<file path="src/sv/tgarle_pkg.sv">
// ----------------------------------------------------------------------------
// tgarle_pkg
// shared constants and types for the tga run-length pixel decoder
// ----------------------------------------------------------------------------
package tgarle_pkg;

   localparam int unsigned ADDR_W   = 3;
   localparam int unsigned DATA_W   = 32;
   localparam int unsigned COUNT_W  = 25;
   localparam int unsigned FORMAT_W = 2;

   localparam int unsigned MAX_PIXELS_DEFAULT = 16777216;

   // pixel format codes
   localparam logic [FORMAT_W-1:0] FMT_GREY = 2'd0;
   localparam logic [FORMAT_W-1:0] FMT_RGB  = 2'd1;
   localparam logic [FORMAT_W-1:0] FMT_RGBA = 2'd2;

   // register index, taken from paddr[2]
   localparam logic REG_FORMAT = 1'b0;
   localparam logic REG_COUNT  = 1'b1;

   localparam logic [FORMAT_W-1:0] FORMAT_RESET = FMT_RGB;
   localparam logic [COUNT_W-1:0]  COUNT_RESET  = 25'd1;

   typedef struct packed {
      logic [FORMAT_W-1:0] pixel_format;
      logic [COUNT_W-1:0]  image_size;
   } cfg_type;

endpackage

</file>
<file path="src/sv/tgarle_regs.sv">
// ----------------------------------------------------------------------------
// tgarle_regs
// apb register file: pixel format and pixel count, with the clamped image size
// ----------------------------------------------------------------------------
module tgarle_regs #(
   parameter int unsigned MAX_PIXELS = tgarle_pkg::MAX_PIXELS_DEFAULT
) (
   input  logic                            clock,
   input  logic                            reset,
   input  logic                            psel,
   input  logic                            penable,
   input  logic                            pwrite,
   input  logic [tgarle_pkg::ADDR_W-1:0]   paddr,
   input  logic [tgarle_pkg::DATA_W-1:0]   pwdata,
   output logic [tgarle_pkg::DATA_W-1:0]   prdata,
   output logic                            pready,
   output tgarle_pkg::cfg_type             cfg
);

   localparam logic [tgarle_pkg::COUNT_W-1:0] MaxCount = tgarle_pkg::COUNT_W'(MAX_PIXELS);

   logic [tgarle_pkg::FORMAT_W-1:0] pixel_format_ff, pixel_format_in;
   logic [tgarle_pkg::COUNT_W-1:0]  pixel_count_ff, pixel_count_in;
   logic                            wr_en;

   assign pready = 1'b1;
   assign wr_en  = psel && penable && pwrite;

   always_comb begin
      pixel_format_in = pixel_format_ff;
      pixel_count_in  = pixel_count_ff;
      if (wr_en) begin
         unique case (paddr[2])
            tgarle_pkg::REG_FORMAT: pixel_format_in = pwdata[tgarle_pkg::FORMAT_W-1:0];
            tgarle_pkg::REG_COUNT:  pixel_count_in  = pwdata[tgarle_pkg::COUNT_W-1:0];
            default:                pixel_count_in  = pixel_count_ff;
         endcase
      end
   end

   always_ff @(posedge clock) begin
      if (reset) begin
         pixel_format_ff <= tgarle_pkg::FORMAT_RESET;
         pixel_count_ff  <= tgarle_pkg::COUNT_RESET;
      end else begin
         pixel_format_ff <= pixel_format_in;
         pixel_count_ff  <= pixel_count_in;
      end
   end

   always_comb begin
      unique case (paddr[2])
         tgarle_pkg::REG_FORMAT:
            prdata = tgarle_pkg::DATA_W'(pixel_format_ff);
         tgarle_pkg::REG_COUNT:
            prdata = tgarle_pkg::DATA_W'(pixel_count_ff);
         default:
            prdata = '0;
      endcase
   end

   // zero counts as one pixel, large counts saturate
   always_comb begin
      cfg.pixel_format = pixel_format_ff;
      if (pixel_count_ff == '0) begin
         cfg.image_size = tgarle_pkg::COUNT_W'(1);
      end else if (pixel_count_ff > MaxCount) begin
         cfg.image_size = MaxCount;
      end else begin
         cfg.image_size = pixel_count_ff;
      end
   end

endmodule

</file>
<file path="src/sv/tga_rle_pixel_decoder.sv">
// ----------------------------------------------------------------------------
// tga_rle_pixel_decoder
// run-length coded tga image data decoder, one byte per beat, one pixel per result
// ----------------------------------------------------------------------------
// path: an accepted byte passes the input register, then the result register
// throughput: 1 byte per cycle unless a pixel result waits on rsp_ready;
//   the packet state updates in one pass per byte
// reset: synchronous, clears the pipeline, the packet state and the registers
//   (pixel_format 1, pixel_count 1)
module tga_rle_pixel_decoder #(
   parameter int unsigned MAX_PIXELS = tgarle_pkg::MAX_PIXELS_DEFAULT
) (
   input  logic                            clock,
   input  logic                            reset,
   input  logic                            req_valid,
   output logic                            req_ready,
   input  logic [7:0]                      req_data_byte,
   output logic                            rsp_valid,
   input  logic                            rsp_ready,
   output logic [7:0]                      rsp_blue,
   output logic [7:0]                      rsp_green,
   output logic [7:0]                      rsp_red,
   output logic [7:0]                      rsp_alpha,
   output logic [7:0]                      rsp_repeat_res,
   output logic                            rsp_last_pixel,
   input  logic                            psel,
   input  logic                            penable,
   input  logic                            pwrite,
   input  logic [tgarle_pkg::ADDR_W-1:0]   paddr,
   input  logic [tgarle_pkg::DATA_W-1:0]   pwdata,
   output logic [tgarle_pkg::DATA_W-1:0]   prdata,
   output logic                            pready
);

   localparam int unsigned CW = tgarle_pkg::COUNT_W;

   tgarle_pkg::cfg_type cfg;

   tgarle_regs #(
      .MAX_PIXELS (MAX_PIXELS)
   ) u_regs (
      .clock   (clock),
      .reset   (reset),
      .psel    (psel),
      .penable (penable),
      .pwrite  (pwrite),
      .paddr   (paddr),
      .pwdata  (pwdata),
      .prdata  (prdata),
      .pready  (pready),
      .cfg     (cfg)
   );

   // input register
   logic          in_valid_ff, in_valid_in;
   logic [7:0]    in_byte_ff, in_byte_in;

   // packet state
   logic          expect_header_ff, expect_header_in;
   logic          run_packet_ff, run_packet_in;
   logic [7:0]    left_ff, left_in;
   logic [1:0]    byte_idx_ff, byte_idx_in;
   logic [23:0]   held_ff, held_in;
   logic [CW-1:0] done_ff, done_in;

   // result register
   logic          rsp_valid_ff, rsp_valid_in;
   logic [7:0]    blue_ff, blue_in;
   logic [7:0]    green_ff, green_in;
   logic [7:0]    red_ff, red_in;
   logic [7:0]    alpha_ff, alpha_in;
   logic [7:0]    repeat_ff, repeat_in;
   logic          last_ff, last_in;

   logic          has_colour, alpha_fmt;
   logic [1:0]    last_idx;
   logic          pixel_end, emits, out_free, advance;
   logic [31:0]   word;
   logic [CW-1:0] remain, done_sum;
   logic [7:0]    rep, left_dec;
   logic          image_end;

   assign has_colour = (cfg.pixel_format != tgarle_pkg::FMT_GREY);
   assign alpha_fmt  = (cfg.pixel_format == tgarle_pkg::FMT_RGBA);

   always_comb begin
      unique case (cfg.pixel_format)
         tgarle_pkg::FMT_GREY: last_idx = 2'd0;
         tgarle_pkg::FMT_RGBA: last_idx = 2'd3;
         default:              last_idx = 2'd2;
      endcase
   end

   assign pixel_end = (byte_idx_ff >= last_idx);
   assign emits     = in_valid_ff && !expect_header_ff && pixel_end;
   assign out_free  = !rsp_valid_ff || rsp_ready;
   assign advance   = in_valid_ff && (!emits || out_free);
   assign req_ready = !in_valid_ff || advance;

   assign word     = {8'd0, held_ff} | ({24'd0, in_byte_ff} << {byte_idx_ff, 3'b000});
   assign remain   = cfg.image_size - done_ff;
   assign left_dec = left_ff - 8'd1;

   // run length clipped at the image end, one for raw packets
   always_comb begin
      if (!run_packet_ff) begin
         rep = 8'd1;
      end else if (done_ff >= cfg.image_size) begin
         rep = 8'd1;
      end else if (CW'(left_ff) > remain) begin
         rep = remain[7:0];
      end else if (left_ff == 8'd0) begin
         rep = 8'd1;
      end else begin
         rep = left_ff;
      end
   end

   assign done_sum  = done_ff + CW'(rep);
   assign image_end = (done_sum >= cfg.image_size);

   always_comb begin
      in_valid_in      = in_valid_ff;
      in_byte_in       = in_byte_ff;
      expect_header_in = expect_header_ff;
      run_packet_in    = run_packet_ff;
      left_in          = left_ff;
      byte_idx_in      = byte_idx_ff;
      held_in          = held_ff;
      done_in          = done_ff;
      rsp_valid_in     = rsp_valid_ff && !rsp_ready;
      blue_in          = blue_ff;
      green_in         = green_ff;
      red_in           = red_ff;
      alpha_in         = alpha_ff;
      repeat_in        = repeat_ff;
      last_in          = last_ff;

      if (req_ready) begin
         in_valid_in = req_valid;
         in_byte_in  = req_data_byte;
      end

      if (advance) begin
         if (expect_header_ff) begin
            run_packet_in    = in_byte_ff[7];
            left_in          = in_byte_ff[7] ? (in_byte_ff - 8'd127) : (in_byte_ff + 8'd1);
            expect_header_in = 1'b0;
            byte_idx_in      = 2'd0;
            held_in          = '0;
         end else if (!pixel_end) begin
            held_in     = word[23:0];
            byte_idx_in = byte_idx_ff + 2'd1;
         end else begin
            rsp_valid_in = 1'b1;
            blue_in      = word[7:0];
            green_in     = has_colour ? word[15:8] : 8'd0;
            red_in       = has_colour ? word[23:16] : 8'd0;
            alpha_in     = alpha_fmt ? word[31:24] : 8'd0;
            repeat_in    = rep;
            last_in      = image_end;
            byte_idx_in  = 2'd0;
            held_in      = '0;
            if (image_end) begin
               expect_header_in = 1'b1;
               run_packet_in    = 1'b0;
               left_in          = '0;
               done_in          = '0;
            end else begin
               done_in          = done_sum;
               left_in          = run_packet_ff ? 8'd0 : left_dec;
               expect_header_in = run_packet_ff || (left_dec == 8'd0);
            end
         end
      end
   end

   always_ff @(posedge clock) begin
      if (reset) begin
         in_valid_ff      <= 1'b0;
         expect_header_ff <= 1'b1;
         run_packet_ff    <= 1'b0;
         left_ff          <= '0;
         byte_idx_ff      <= '0;
         held_ff          <= '0;
         done_ff          <= '0;
         rsp_valid_ff     <= 1'b0;
      end else begin
         in_valid_ff      <= in_valid_in;
         expect_header_ff <= expect_header_in;
         run_packet_ff    <= run_packet_in;
         left_ff          <= left_in;
         byte_idx_ff      <= byte_idx_in;
         held_ff          <= held_in;
         done_ff          <= done_in;
         rsp_valid_ff     <= rsp_valid_in;
      end
   end

   always_ff @(posedge clock) begin
      in_byte_ff <= in_byte_in;
      blue_ff    <= blue_in;
      green_ff   <= green_in;
      red_ff     <= red_in;
      alpha_ff   <= alpha_in;
      repeat_ff  <= repeat_in;
      last_ff    <= last_in;
   end

   assign rsp_valid      = rsp_valid_ff;
   assign rsp_blue       = blue_ff;
   assign rsp_green      = green_ff;
   assign rsp_red        = red_ff;
   assign rsp_alpha      = alpha_ff;
   assign rsp_repeat_res = repeat_ff;
   assign rsp_last_pixel = last_ff;

endmodule

</file>
<file path="config.mk">
export PLATFORM = sky130hd
export DESIGN_NAME = tga_rle_pixel_decoder
export DESIGN_NICKNAME = d
export VERILOG_FILES = /design/src/sv/tgarle_pkg.sv /design/src/sv/tgarle_regs.sv /design/src/sv/tga_rle_pixel_decoder.sv
export SDC_FILE = /design/constraint.sdc
export NUM_CORES = 1
export LEC_CHECK = 0
export BUFFER_PORTS_ARGS = -buffer_cell sky130_fd_sc_hd__buf_4
export CAP_MARGIN = 25
export CORE_MARGIN = 2
export CORE_UTILIZATION = 45
export DETAILED_ROUTE_END_ITERATION = 6
export GPL_ROUTABILITY_DRIVEN = 0
export PLACE_DENSITY = 0.67
export REMOVE_ABC_BUFFERS = 1
export SYNTH_ARGS = -nofsm -noshare
export SYNTH_HDL_FRONTEND = slang
export SYNTH_SLANG_ARGS = --single-unit
</file>
<file path="constraint.sdc">
create_clock -name clock -period 11.8 [get_ports clock]
set_input_delay 2.36 -clock clock [delete_from_list [all_inputs] [get_ports clock]]
set_output_delay 2.36 -clock clock [all_outputs]
set_load 0.005 [all_outputs]
</file>
# Word level (Yosys, flattened, before mapping)
# Cells that the tools add are included.
[classes]
n_addsub = 6
order_cmp = 5
n_eq_ne = 1
shift = 1
muxes = 27
bitwise_logic = 3
reduce_logical = 27
[ops]
columns = ["cell", "count"]
rows = [
  ["25-bit 2-to-1 mux", 3],
  ["8-bit 2-to-1 mux", 9],
  ["32-bit case mux with 2 select lines", 1],
  ["25-bit greater-or-equal comparator", 2],
  ["24-bit 2-to-1 mux", 2],
  ["24-bit by 32-bit bitwise OR with 32-bit output", 1],
  ["8-bit by 5-bit left shift with 32-bit output", 1],
  ["25-bit by 8-bit adder with 25-bit output", 1],
  ["25-bit greater-than comparator, second input constant", 1],
  ["8-bit by 25-bit greater-than comparator with 1-bit output", 1],
  ["25-bit zero test", 1],
  ["25-bit subtractor", 1],
  ["8-bit zero test", 2],
  ["1-bit 2-to-1 mux", 9],
  ["8-bit by 1-bit adder with 8-bit output, second input constant", 1],
  ["8-bit by 1-bit subtractor with 8-bit output, second input constant", 1],
  ["8-bit by 7-bit subtractor with 8-bit output, second input constant", 1],
  ["1-bit logical AND", 6],
  ["2-bit AND reduction", 3],
  ["3-bit AND reduction", 2],
  ["2-bit nonzero test", 3],
  ["1-bit zero test", 5],
  ["1-bit logical OR", 4],
  ["2-bit 2-to-1 mux", 2],
  ["other kinds (6)", 7],
]
[word_totals]
reg_bits = 139
input_bits = 50
out_inout_bits = 76
word_cells = 87

# Logic depth before layout (Yosys ltp)
# Gate-level depths: netlist (run 1).
[depth]
depth_word = 13
depth_mapped = 44
mapped_depth_nobuf = 41

# Hierarchy
# A second synthesis (run 1) with hierarchy kept.
[hier_totals]
cells_unflattened = 1170
area_unflattened_um2 = 9756.9
[modules_own_cells]
columns = ["module", "n_inst", "cells_each", "area_each_um2", "seq_area_each_um2"]
rows = [
  ["tga_rle_pixel_decoder", 1, 979, 8269.2, 2732.6],
  ["tgarle_regs", 1, 191, 1487.7, 540.5],
]

# Least setup slack after synthesis (run 1)
# OpenSTA, ideal clock, no wires.
[synth_timing]
path_type = "register to register"
startpoint = "register u_regs.pixel_count_ff[18] in the netlist's numbering"
endpoint = "register done_ff[16]"
setup_time_ps = 74
t_arrival_ps = 8452
required_ps = 11726
slack_ps = 3274
stages_incl_launch_ff = 43
n_path_buf = 3
period_less_slack_ps = 8526
cell_sequence = "dfxtp_1 nor4_1 nand4_1 o21ai_1 clkbuf_1 nand2_1 fa_1 nand2b_1 a21o_1 nand2_1 xnor2_1 ha_1 a22oi_1 o211ai_1 a31oi_1 nor4_1 o211ai_1 nor4_2 (+7 left out) nor2b_1 o21ai_1 a21boi_1 o21ai_0 a2111oi_4 and4_1 xnor2_1 ha_1 a21o_1 a21oi_1 nor2b_1 o21ai_0 a21oi_1 a311oi_2 inv_2 clkbuf_1 or4_1 a31oi_1"
[synth_via]
elab_chain_len = 11
word_cells_on_any_way = 13
classes_between = "add/sub: 2; order compare: 4; mux: 6; reduce/logical: 1"
[synth_lines]
columns = ["element", "line_no", "text"]
rows = [
  ["start: declaration", "tgarle_regs.sv:23", "logic [tgarle_pkg::COUNT_W-1:0] pixel_count_ff, pixel_count_in;"],
  ["start signal: assignment", "tgarle_regs.sv:44", "pixel_count_ff <= tgarle_pkg::COUNT_RESET;"],
  ["start signal: assignment", "tgarle_regs.sv:47", "pixel_count_ff <= pixel_count_in;"],
  ["25-bit greater-than comparator", "tgarle_regs.sv:67", "end else if (pixel_count_ff > MaxCount) begin"],
  ["25-bit 2-to-1 mux", "tgarle_regs.sv:67", ""],
  ["25-bit 2-to-1 mux (*)", "tgarle_regs.sv:65", "if (pixel_count_ff == '0) begin"],
  ["25-bit subtractor", "tga_rle_pixel_decoder.sv:101", "assign remain = cfg.image_size - done_ff;"],
  ["8-bit by 25-bit greater-than comparator with 1-bit output", "tga_rle_pixel_decoder.sv:110", "end else if (CW'(left_ff) > remain) begin"],
  ["8-bit 2-to-1 mux", "tga_rle_pixel_decoder.sv:110", ""],
  ["8-bit 2-to-1 mux (*)", "tga_rle_pixel_decoder.sv:108", "end else if (done_ff >= cfg.image_size) begin"],
  ["8-bit 2-to-1 mux (*)", "tga_rle_pixel_decoder.sv:106", "if (!run_packet_ff) begin"],
  ["named net rep[0]", "tga_rle_pixel_decoder.sv:80", "logic [7:0] rep, left_dec;"],
  ["25-bit by 8-bit adder with 25-bit output (*)", "tga_rle_pixel_decoder.sv:119", "assign done_sum = done_ff + CW'(rep);"],
  ["25-bit greater-or-equal comparator (*)", "tga_rle_pixel_decoder.sv:120", "assign image_end = (done_sum >= cfg.image_size);"],
  ["named net image_end", "tga_rle_pixel_decoder.sv:81", "logic image_end;"],
  ["25-bit 2-to-1 mux (*)", "tga_rle_pixel_decoder.sv:164", "if (image_end) begin"],
  ["end signal: assignment", "tga_rle_pixel_decoder.sv:195", "done_ff <= done_in;"],
  ["end: declaration", "tga_rle_pixel_decoder.sv:64", "logic [CW-1:0] done_ff, done_in;"],
]
# The timed path passes the listed nets; every way through them passes the cells marked *.
# A chain may end at the register's enable or synchronous reset.

# Worst setup path after layout (run 1)
[layout_timing]
startpoint = "register u_regs.pixel_count_ff[0] in the netlist's numbering"
endpoint = "register left_ff[3]"
[layout_via]
elab_chain_len = 13
word_cells_on_any_way = 15
classes_between = "add/sub: 2; order compare: 4; mux: 8; reduce/logical: 1"
[layout_lines]
columns = ["element", "line_no", "text"]
rows = [
  ["25-bit greater-than comparator", "tgarle_regs.sv:67", ""],
  ["25-bit 2-to-1 mux", "tgarle_regs.sv:67", ""],
  ["25-bit 2-to-1 mux (*)", "tgarle_regs.sv:65", ""],
  ["25-bit subtractor", "tga_rle_pixel_decoder.sv:101", ""],
  ["8-bit by 25-bit greater-than comparator with 1-bit output", "tga_rle_pixel_decoder.sv:110", ""],
  ["8-bit 2-to-1 mux", "tga_rle_pixel_decoder.sv:110", ""],
  ["8-bit 2-to-1 mux (*)", "tga_rle_pixel_decoder.sv:108", ""],
  ["8-bit 2-to-1 mux (*)", "tga_rle_pixel_decoder.sv:106", ""],
  ["named net rep[0]", "tga_rle_pixel_decoder.sv:80", ""],
  ["25-bit by 8-bit adder with 25-bit output (*)", "tga_rle_pixel_decoder.sv:119", ""],
  ["25-bit greater-or-equal comparator (*)", "tga_rle_pixel_decoder.sv:120", ""],
  ["8-bit 2-to-1 mux (*)", "tga_rle_pixel_decoder.sv:164", ""],
  ["8-bit 2-to-1 mux (*)", "tga_rle_pixel_decoder.sv:151", "end else if (!pixel_end) begin"],
  ["8-bit 2-to-1 mux (*)", "tga_rle_pixel_decoder.sv:145", "if (expect_header_ff) begin"],
  ["end signal: assignment", "tga_rle_pixel_decoder.sv:192", "left_ff <= left_in;"],
  ["end: declaration", "tga_rle_pixel_decoder.sv:61", "logic [7:0] left_ff, left_in;"],
]
# The timed path passes the listed nets; every way through them passes the cells marked *. The select of a mux whose other input is x is not followed.

==> metrics list, run 1 <==
- CP Max Fanout: 15
- Setup WS post-layout: between 1.5 and 2 ns
- Commonest non-fill, non-tap cell in the layout: nand2_1
- For this run, design rule violations remaining after detail routing come to 0.
* Critical path launch point type: flip-flop
- At the pin with the least slew margin, the transition time is 1.05 ns.
* CTS Buf Count: 17
- Final-layout fill cell count: 1843
- Core footprint: 0.0194 mm²
- Count of different cell masters after synthesis: 73
- 126 I/O pins were placed.
- CTS Root Cell: clkbuf_16
- At the end of the flow, the number of nets in the layout was 1272.
- Maximum clock path buffer count: 2
* Via count of the routed design: approximately 7800
- The floorplan step set the die height to 145 µm.
- Measured on the finished design, the core utilization comes to a little over half.
- The wire-length estimate of the detail-placed layout is 16700 µm.
- In the final layout, the share of cells above drive strength 1 is 14.6%.
- Critical Path RT: 12.10 ns
* Number of global-route vias before repair: 7175
- Critical Setup Path Class: flip-flop to flip-flop
- Antenna diode count: 0
- Layout overhead on the synthesized area: 18.1%
- Yosys printed 0 warnings.
- Worst Min Path Start: u_regs.pixel_count_ff[3]
- Aggregate routed wire length: 22600 µm
- Number of port buffers: roughly 110
- Total of hold buffers inserted after clock tree synthesis: 0
- Max-cap violations: 0
- Synthesized instance count: ~1100
* Pin count of the biggest net entering global routing: 70
- Setup repair after global routing left no endpoint under its margin.
* Final critical delay including setup and external delays: 10.04 ns
- The max-slew violation count is 0.
- Global routing finished with a remaining overflow of 0.
- For this design, the sink count on the clock tree is roughly 140.
- Final period utilization: 85.1%
- Number of core rows: 51
* Final routed wire length divided by cell count: 15.9 µm
- Leak pwr: 0.00448 µW
- Across the routed clock network, the largest skew measured is just over 0.009 ns.
- Total Die Area: 0.0209 mm²
- Combined area of all synthesized cells: slightly below 0.009 mm²
- WP data arrival: 10.34 ns
- Commonest non-fill, non-tap cells in the layout: nand2_1, a21oi_1, buf_4, dfxtp_1, nor2_1
* Initial cell density of the core: a little under half
- Vias per inst: 5.45
- The largest single stage delay on the critical path is 0.78 ns.
- In this run, synthesis inferred slightly below 50 flip-flops with an integrated enable.
- Clock transition at the registers of the reported paths: around 0.060 ns
- The worst setup path is captured at a flip-flop.
* Max H-tree Level: 4
- GRT Total Usage: approximately 22%
- After clock tree synthesis, the repair step resized 0 gates.
* Peak Freq: about 0.1 GHz
* Synth async-reset ratio: 0%
* Pwr per Cell Area: 116 mW/mm²
- For this block, the initial DRC count from the detailed router was 486.
- At the placement stage, the worst setup path has a slack of around 1.9 ns.
- Synthesized flop and latch total: 139
* Wire length of the first global-routing pass: 36500 µm
- Maximum ir drop on the vdd rail: 0.000109 V
* Average instance area after synthesis: 8.42 µm²
- The initial antenna violation count came to 0.
- Number of failing setup endpoints in the final timing report: 0
- Most instantiated flip-flop cell in the synthesis netlist: dfxtp_1
* Part of the Yosys area used for sequential elements: between 30% and 40%
- In this run the worst hold path is classified as flip-flop to flip-flop.
* Worst relative slew slack: between 20% and 30%
* Start point of the critical path: u_regs.pixel_count_ff[0]
- The floorplan step set the die width to between 100 and 150 µm.
- CTS tree: yes
* Final hold violations: 0
- The flow ran to the end, and the final reports show no timing, DRC or antenna violations.
- Among all stages on the critical path, the largest delay is contributed by or4b_1.
* Antenna-violating nets left: 0
* Aggregate negative setup slack: 0 ns
- After clock tree synthesis, the setup repair step added 0 buffers.
- Worst skew pair latency: 0.43 ns
* Most common cell type on the critical path: ha_1
- The worst register-to-register path begins at u_regs.pixel_count_ff[0].
* Length of the first detailed-routing pass in iterations: 7
critical path, delay by kind of cell (launching register included):
family | cells | cell delay (ns)
and+or+nand+nor | 13 | 3.02
xor gates and xnor gates | 2 | 0.43
AOI/OAI and AO/OA | 17 | 3.68
muxes | 1 | 0.31
DFF | 1 | 0.33
adders and majority gates | 5 | 1.38
buffers and inverters | 5 | 0.74
where the power goes:
group	switching [µW]	internal, µW
Sequential	12.7	501
Clock	243	303
Combinational	93.5	66.7
Yosys cell counts (6+ instances only):
cell,count,share of area [%]
clkbuf_1,39,1.6
edfxtp_1,49,17
and2_1,38,2.7
nor2b_1,19,1.3
nor3_1,18,1.0
o211ai_1,8,0.68
inv_1,69,2.9
o21ai_0,22,1.2
a31oi_1,6,0.42
xor2_1,13,1.3
nand2b_1,13,0.91
nor4_1,11,0.77
a21o_1,20,1.7
mux2i_1,8,0.90
and3_1,11,0.77
nand2_1,135,5.7
a21oi_1,116,6.5
a22oi_1,23,1.9
dfxtp_1,90,20
nor3b_1,7,0.59
nand4_1,13,0.91
xnor2_1,35,3.4
nor2_1,88,3.7
nand3_1,27,1.5
buf_4,8,0.68
ha_1,72,10
per-stage QoR:
| stage | hold slack (ns) | cell area [µm²] | instances | power (µW) |
|---|---|---|---|---|
| after detailed placement | 0.473 | 9900 | 1394 | 681 |
| final | 0.481 | 10500 | 1426 | 1220 |
| after CTS | 0.483 | 10500 | 1426 | 1230 |
| after floorplan | 0.443 | 8690 | 1012 | 625 |
| after global routing | 0.508 | 10500 | 1426 | 1260 |
| after global placement | 0.466 | 9880 | 1392 | 679 |
path summary, 6_finish.rpt:
| path | cells past startpoint | slack [ns] | endpoint |
|---|---|---|---|
| setup / recovery | 43 | 1.76 | left_ff[3] |
| hold / removal | 2 | 0.48 | u_regs.pixel_count_ff[3] |
| setup reg to reg | 43 | 1.76 | left_ff[3] |
| hold reg to reg | 2 | 0.48 | u_regs.pixel_count_ff[3] |
state kept, by name, indices dropped and copies added (netlist names), 8 cells and up:
register	count
done_ff	25
in_byte_ff	8
rsp_green	8
rsp_blue	8
rsp_red	8
rsp_repeat_res	8
u_regs.pixel_count_ff	25
rsp_alpha	8
held_ff	24
left_ff	8
kinds of logic (layout without fill, tap and decap cells):
group	after synthesis	after routing	share of synthesized area, %
compound gates	258	258	18.9
xor+xnor	48	48	4.73
fa+ha+maj	74	74	10.6
buf+inv	121	220	5.55
flops	139	139	36.8
mux	12	12	1.49
other cells	2	8	0.0845
simple gates	402	402	21.9
cell type report:
type / instances / area, µm² / area share [%]
Clock inverter: 15 / 174 / 1.66
Timing Repair Buffer: 117 / 886 / 8.43
Clock buffer: 17 / 425 / 4.05
Inverter: 71 / 267 / 2.54
Tap cell: 265 / 332 / 3.16
Multi-Input combinational cell: 802 / 5150 / 49.0
Sequential cell: 139 / 3270 / 31.2
metal layers:
metal	vias up	global-route usage, %	wire, µm
met5	-	0	0
met4	0	6.29	334
met3	24	4.37	1340
met2	246	32.1	9630
met1	3592	32.8	11300
li1	3903	-	-
Note: power is estimated with default switching activity, not from simulation.
==> run 2, diff against run 1 <==
- clock period: 11.8 -> 12.14 ns (I/O delays scaled with it)
==> run 2 against run 1 <==
Power shrank 3.5%. Register-to-register slack worse by 0.07 ns. Cell area down 0.13%. Worst setup slack worse by 0.074 ns. Sequential share of layout area barely moved. Via count increased by 1.0%. Cell count about the same. Clock skew increased by 0.011 ns. Critical path type unchanged. Critical endpoint is now done_ff[9].
==> metrics list, run 2 (synthesized netlist as in run 1, its figures left out) <==
- Max-cap violations: 0
* CP Max Fanout: 17
- Cts repair resizes: 0
* Worst Min Path Start: u_regs.pixel_count_ff[3]
- Hold timing on the final database bottoms out at a slack of 0.484 ns.
* Wire length of the first global-routing pass: 36200 µm
- Across all register-to-register paths, the minimum setup slack is 1.69 ns.
- The detail route stage leaves a number of antenna-violating nets equal to 0.
* CTS Buf Count: 17
- Worst R2R Start: u_regs.pixel_count_ff[0]
* Post-route total power: 1180 µW
- The clock passes through at most 2 buffers.
- Across the VDD grid, the largest voltage drop is 0.0000928 V.
- Power spread over the standard cell area amounts to between 100 and 150 mW/mm².
* Detailed router's first-iteration violation count: a little under 600
- Met2 Routed Length: 9550 µm
* Length of the first detailed-routing pass in iterations: 5
* Depth of the worst register-to-register path: 40
- The worst setup path is launched from a flip-flop.
- Aggregate negative setup slack: 0 ns
* CTS tree: yes
- Peak Freq: 0.0957 GHz
- The sequential cells in the finished layout cover a total of 0.00327 mm².
- For the worst setup path, the data required time is 12.47 ns.
- Core footprint: 0.0194 mm²
* Number of global-route vias before repair: 7134
* Post-route clock skew: 0.0201 ns
* Leak pwr: 0.00447 µW
- STA puts the critical path data arrival time at 10.78 ns.
- Final hold violations: 0
* Via count of the routed design: around 7800
- Among all stages on the critical path, the largest delay is contributed by o21ai_1.
- Number of buffers added for setup after CTS: 0
* Number of antenna violations at the first check in global routing: 0
- HPWL after detailed placement: 16800 µm
- At the later pin of the worst-skew pair, clock insertion delay measures 0.43 ns.
* Routed length on met3: 1410 µm
- The largest registers in the layout are done_ff: 25 flops, u_regs.pixel_count_ff: 25 flops, held_ff: 24 flops.
- In the final design database the tool counted 1271 nets.
- The H-tree was split into 4 levels.
- Setup repair after global routing left no endpoint under its margin.
- Leaving out fill and tap cells, the most frequent cell in the layout is nand2_1.
- The floorplan step defined a die boundary enclosing 0.0209 mm².
- IO Count: 126
- Width of the die: approximately 140 µm
- Clock tree sinks: 139
- Once the floorplan was initialized, standard cells occupied between 40% and 50% of the core.
- For this run, the slowest stage of the critical path takes roughly 0.84 ns.
* Layout overhead on the synthesized area: 18.0%
* Commonest non-fill, non-tap cells in the layout: nand2_1, a21oi_1, buf_4, dfxtp_1, nor2_1
- After detailed routing, the number of vias per cell comes to 5.51.
* Height of the chip: between 100 and 150 µm
- The cell family contributing the most delay on the critical path is compound AO/OA/AOI/OAI gates.
* Most common cell type on the critical path: ha_1
- In this run the number of cells on the critical path is 40.
- Sort of element at the end of the critical path: flip-flop
- CTS Root Cell: clkbuf_16
* Total of hold buffers inserted after clock tree synthesis: 0
- Routed metal-1 wire length: roughly 11000 µm
- Fraction of final layout cells with drive strength greater than 1: 14.6%
- Setup violations remaining at the end of the flow were counted as 0.
* Final Max Tran Viols: 0
- Number of core rows: 51
- The smallest clock period supported by the final layout is computed as around 10 ns.
- Critical Setup Path Class: flip-flop to flip-flop
* Hold endpoint: u_regs.pixel_count_ff[3]
- After detailed routing, the average wire length per cell comes to 15.9 µm.
- For this run, design rule violations remaining after detail routing come to 0.
- The worst hold path passes through 2 cells.
- The run finished with clean final reports.
- Measured against its own limit, the worst slew margin works out to 28.3%.
* Antenna diode count: 0
* Pin count of the biggest net entering global routing: 71
- Number of port buffers: between 100 and 150
* Clock transition at the registers of the reported paths: about 0.060 ns
* Transition at the pin with the smallest max-transition slack: 1.07 ns
- For this run, the total global-route usage over all layers was measured as between 20% and 30%.
- Overflow after GRT: 0
- Hold WC Path Type: flip-flop to flip-flop
- Summing all multi-input logic gate instances after layout gives 0.00515 mm².
* Worst Path Buf+Inv: 3
* Final period utilization: 86.1%
- Wires add up to ~23000 µm.
- The layout has between 1500 and 2000 filler cells.
- The worst register-to-register path ends at done_ff[9].
- The highest layer touched by signal routing is met4.
[run 2: cell count changes in the layout (fill, tap and decap cells not counted), sizes merged]
cell / before / now
buf: 117 / 116
clkinv: 4 / 3
clkinvlp: 1 / 2
[run 2: power by group]
part | switching, µW | total [µW] | internal [µW]
combinational | 90.5 | 155 | 64.8
clock | 229 | 522 | 293
sequential | 12.3 | 499 | 487
[run 2: per-stage QoR]
step                      setup slack, ns  util [%]  std cells  instance area (µm²)
final                                1.69      54.1       1425                10500
after global routing                0.862      54.1       1425                10500
after CTS                            1.68      54.1       1425                10500
after detailed placement             1.72      51.0       1393                 9900
after global placement               1.84      50.9       1391                 9870
after floorplan                      2.66         -       1012                 8690
[run 2: metal layers]
layer | up-vias | GRT usage [%]
li1 | 3911 | -
met1 | 3665 | 32.9
met2 | 245 | 32.0
met5 | - | 0
met3 | 25 | 4.47
met4 | 0 | 6.03
[run 2: worst min-delay path, cell delays in order, from the launching register on]
cell and delay (ns):
dfxtp_1 0.33, nand2_1 0.06, a21oi_1 0.05
[run 2: layout make-up]
cell class | count | area share (%)
multi-input combinational | 802 | 49.1
sequential | 139 | 31.2
timing repair buffer | 116 | 8.37
clock buffer | 17 | 4.06
tap | 265 | 3.16
inverter | 71 | 2.54
clock inverter | 15 | 1.60
[run 2: worst max-delay path by stage]
stage	slack, ns	from	to
2_1_floorplan	2.66	u_regs.pixel_count_ff[18]	left_ff[3]
3_3_place_gp	1.84	u_regs.pixel_count_ff[0]	left_ff[3]
3_5_place_dp	1.72	u_regs.pixel_count_ff[0]	left_ff[3]
4_1_cts	1.68	u_regs.pixel_count_ff[0]	left_ff[3]
5_1_grt	0.86	u_regs.pixel_count_ff[0]	left_ff[3]
6_report	1.69	u_regs.pixel_count_ff[0]	done_ff[9]
==> run 3, diff against run 2 <==
- clock period: 12.14 -> 12.5 ns (I/O delays scaled with it)
==> run 3 against run 2 <==
Register-to-register slack lost 0.27 ns. Clock-buffer cell count is the same. Non-clock buffer count is the same. First-iteration DRC count grew 4.3%. Sequential power shrank 3%. Critical path depth grew 1. Via count shrank 0.27%. Clock skew shrank 0.010 ns. Sequential share of layout area grew 0.064 points. Flip-flop and latch count is the same. Critical endpoint is now left_ff[3].
==> metrics list, run 3 (synthesized netlist as in run 1, its figures left out) <==
- Final hold analysis gives a worst-case slack of 0.485 ns.
* Initial cell density of the core: roughly 46%
* WP data arrival: 11.40 ns
- The first routing iteration left approximately 600 violations.
- Max-cap violations: 0
- Relative to the synthesized area, the layout overhead comes to 17.7%.
- Final routed wire length divided by cell count: 15.9 µm
* Final Max Tran Viols: 0
* Switching fraction of total power: 29.0%
- Cell area after placement: 0.00989 mm²
* Number of core rows: around 50
* Overflow after GRT: 0
* Result of the run: complete, no violations
- Number of port buffers: 108
- Final critical delay including setup and external delays: between 10 and 15 ns
- Via count of the routed design: a little under 8000
* Post-route total power: 1130 µW
- Of the total power, registers draw 43.0%.
- Final-layout fill cell count: 1827
- Length of the first detailed-routing pass in iterations: 5
- Sort of element at the end of the critical path: flip-flop
- Global routing met1 resource utilization: roughly 33%
* Total Die Area: 0.0209 mm²
* Pwr per Cell Area: approximately 110 mW/mm²
* Cts repair resizes: 0
- Setup repair after global routing missed its margin: no
- In the final layout, the registers with the most flip-flops are done_ff: 25 flops, u_regs.pixel_count_ff: 25 flops, held_ff: 24 flops.
- The largest single stage delay on the critical path is about 0.83 ns.
* Met3 track utilization from global routing: 4.47%
- Hold WC Path Type: flip-flop to flip-flop
* Antenna diode count: 0
- Aggregate negative setup slack: 0 ns
- Commonest non-fill, non-tap cells in the layout: nand2_1, a21oi_1, buf_4, dfxtp_1, nor2_1
- The largest individual stage delay along the critical path comes from the cell o21ai_1.
- Vias per inst: 5.49
- In this run the worst path has a maximum fanout of 15.
- Clock transition at the registers of the reported paths: 0.06 ns
- Max H-tree Level: 4
* Pin count of the biggest net entering global routing: 70
- Global routing used 32.1% of the available met2 tracks.
* Clock Power Share: 43.6%
* CTS tree: yes
- The clock reaches the later pin of the worst-skew pair after 0.43 ns.
* HPWL after detailed placement: 16800 µm
- Critical Path RT: 12.81 ns
- After clock tree synthesis, the flow added hold-fix buffers numbering 0.
- The setup path with the least slack is of type flip-flop to flip-flop.
- Commonest non-fill, non-tap cell in the layout: nand2_1
* GRT Total Usage: 22.0%
- Number of nets in the layout: 1271
* Post-detailed-route DRC marker count: 0
* Number of buffers added for setup after CTS: 0
- Fraction of final layout cells with drive strength greater than 1: 14.6%
- Excluding fillers, the count of instances in the completed layout stands at 1425.
- Setup violations remaining at the end of the flow were counted as 0.
- Final design instance area without fill: 0.0105 mm²
- The count of nets left with antenna violations once routing finished came out at 0.
* Post-route clock skew: roughly 0.010 ns
- IO Count: 126
- Cell internal pwr: about 800 µW
- Once placement completed, the tool counted placed cells totaling 1393.
- Critical path launch point type: flip-flop
- Routing layer with the top usage in global route: met1
- Height of the chip: between 100 and 150 µm
* Wire length of the first global-routing pass: 36100 µm
* Number of global-route vias before repair: 7107
* Transition at the pin with the smallest max-transition slack: 1.06 ns
- Aggregate routed wire length: about 23000 µm
* Switching component of the power: 326 µW
* Peak Freq: roughly 0.090 GHz
- In this run the static leakage power is 0.00446 µW.
- In this run, the combinational gates consume ~13% of the power.
- The initial antenna violation count was 0.
- Dividing the final minimum period by the clock period gives 88.7%.
* Maximum clock path buffer count: 2
* Clock tree sinks: 139
* Core footprint: 0.0194 mm²
- CTS Root Cell: clkbuf_16
- The floorplan step set the die width to 145 µm.
- The total count of hold-check failures in the final report was 0.
- TritonCTS created 17 clock buffers.
- Worst relative slew slack: 28.9%
* Maximum ir drop on the vdd rail: 0.0000983 V
## run 3: changes by cell type in the layout (fill, tap and decap cells not counted)
cell / change
clkinvlp_4: +1
buf_6: +1
clkinv_4: +1
buf_2: +1
clkinv_8: +1
bufinv_16: -1
buf_8: -1
inv_6: -2
buf_4: -1
## run 3: cell type report
cell class	count	area, µm²	share of cell area, %
Clock buffer	17	425	4.06
Clock inverter	15	153	1.46
Inverter	71	267	2.55
Multi-Input combinational cell	802	5150	49.2
Sequential cell	139	3270	31.3
Tap cell	265	332	3.17
Timing Repair Buffer	116	872	8.33
## run 3: power groups by stage
stage               sequential [µW]  clock, µW  combinational, µW
floorplan                       490          0                100
global placement                494          0                146
detailed placement              494          0                149
CTS                             484        502                149
global route                    486        522                166
finish                          485        492                151
## run 3: metal layers
| layer | up-vias | part of all wire, % |
|---|---|---|
| li1 | 3905 | - |
| met2 | 291 | 43 |
| met3 | 24 | 7.5 |
| met4 | 0 | 1.2 |
| met5 | - | 0 |
| met1 | 3605 | 48 |
## run 3: metrics by stage
| step | setup WS, ns | utilization (%) |
|---|---|---|
| after floorplan | 3.02 | - |
| after global placement | 1.58 | 50.9 |
| final | 1.41 | 54.0 |
| after CTS | 1.49 | 54.0 |
| after global routing | 0.753 | 54.0 |
| after detailed placement | 1.55 | 51.0 |
## run 3: worst paths after layout
check,cells after the start,to,slack [ns],from
worst max-delay path,41,left_ff[3],1.41,u_regs.pixel_count_ff[0]
worst min-delay path,2,u_regs.pixel_count_ff[3],0.48,u_regs.pixel_count_ff[3]
worst max register to register,41,left_ff[3],1.41,u_regs.pixel_count_ff[0]
worst min register to register,2,u_regs.pixel_count_ff[3],0.48,u_regs.pixel_count_ff[3]
## run 3: critical path: cells and delay by family, from the launching register on
kind                     cells  cell delay, ns
AO/OA/AOI/OAI               16            3.93
AND/OR/NAND/NOR             14            3.88
adder cells (fa/ha/maj)      5            1.70
buffers and inverters        3            0.51
flip-flops                   1            0.33
multiplexers                 1            0.31
XOR/XNOR                     2            0.29
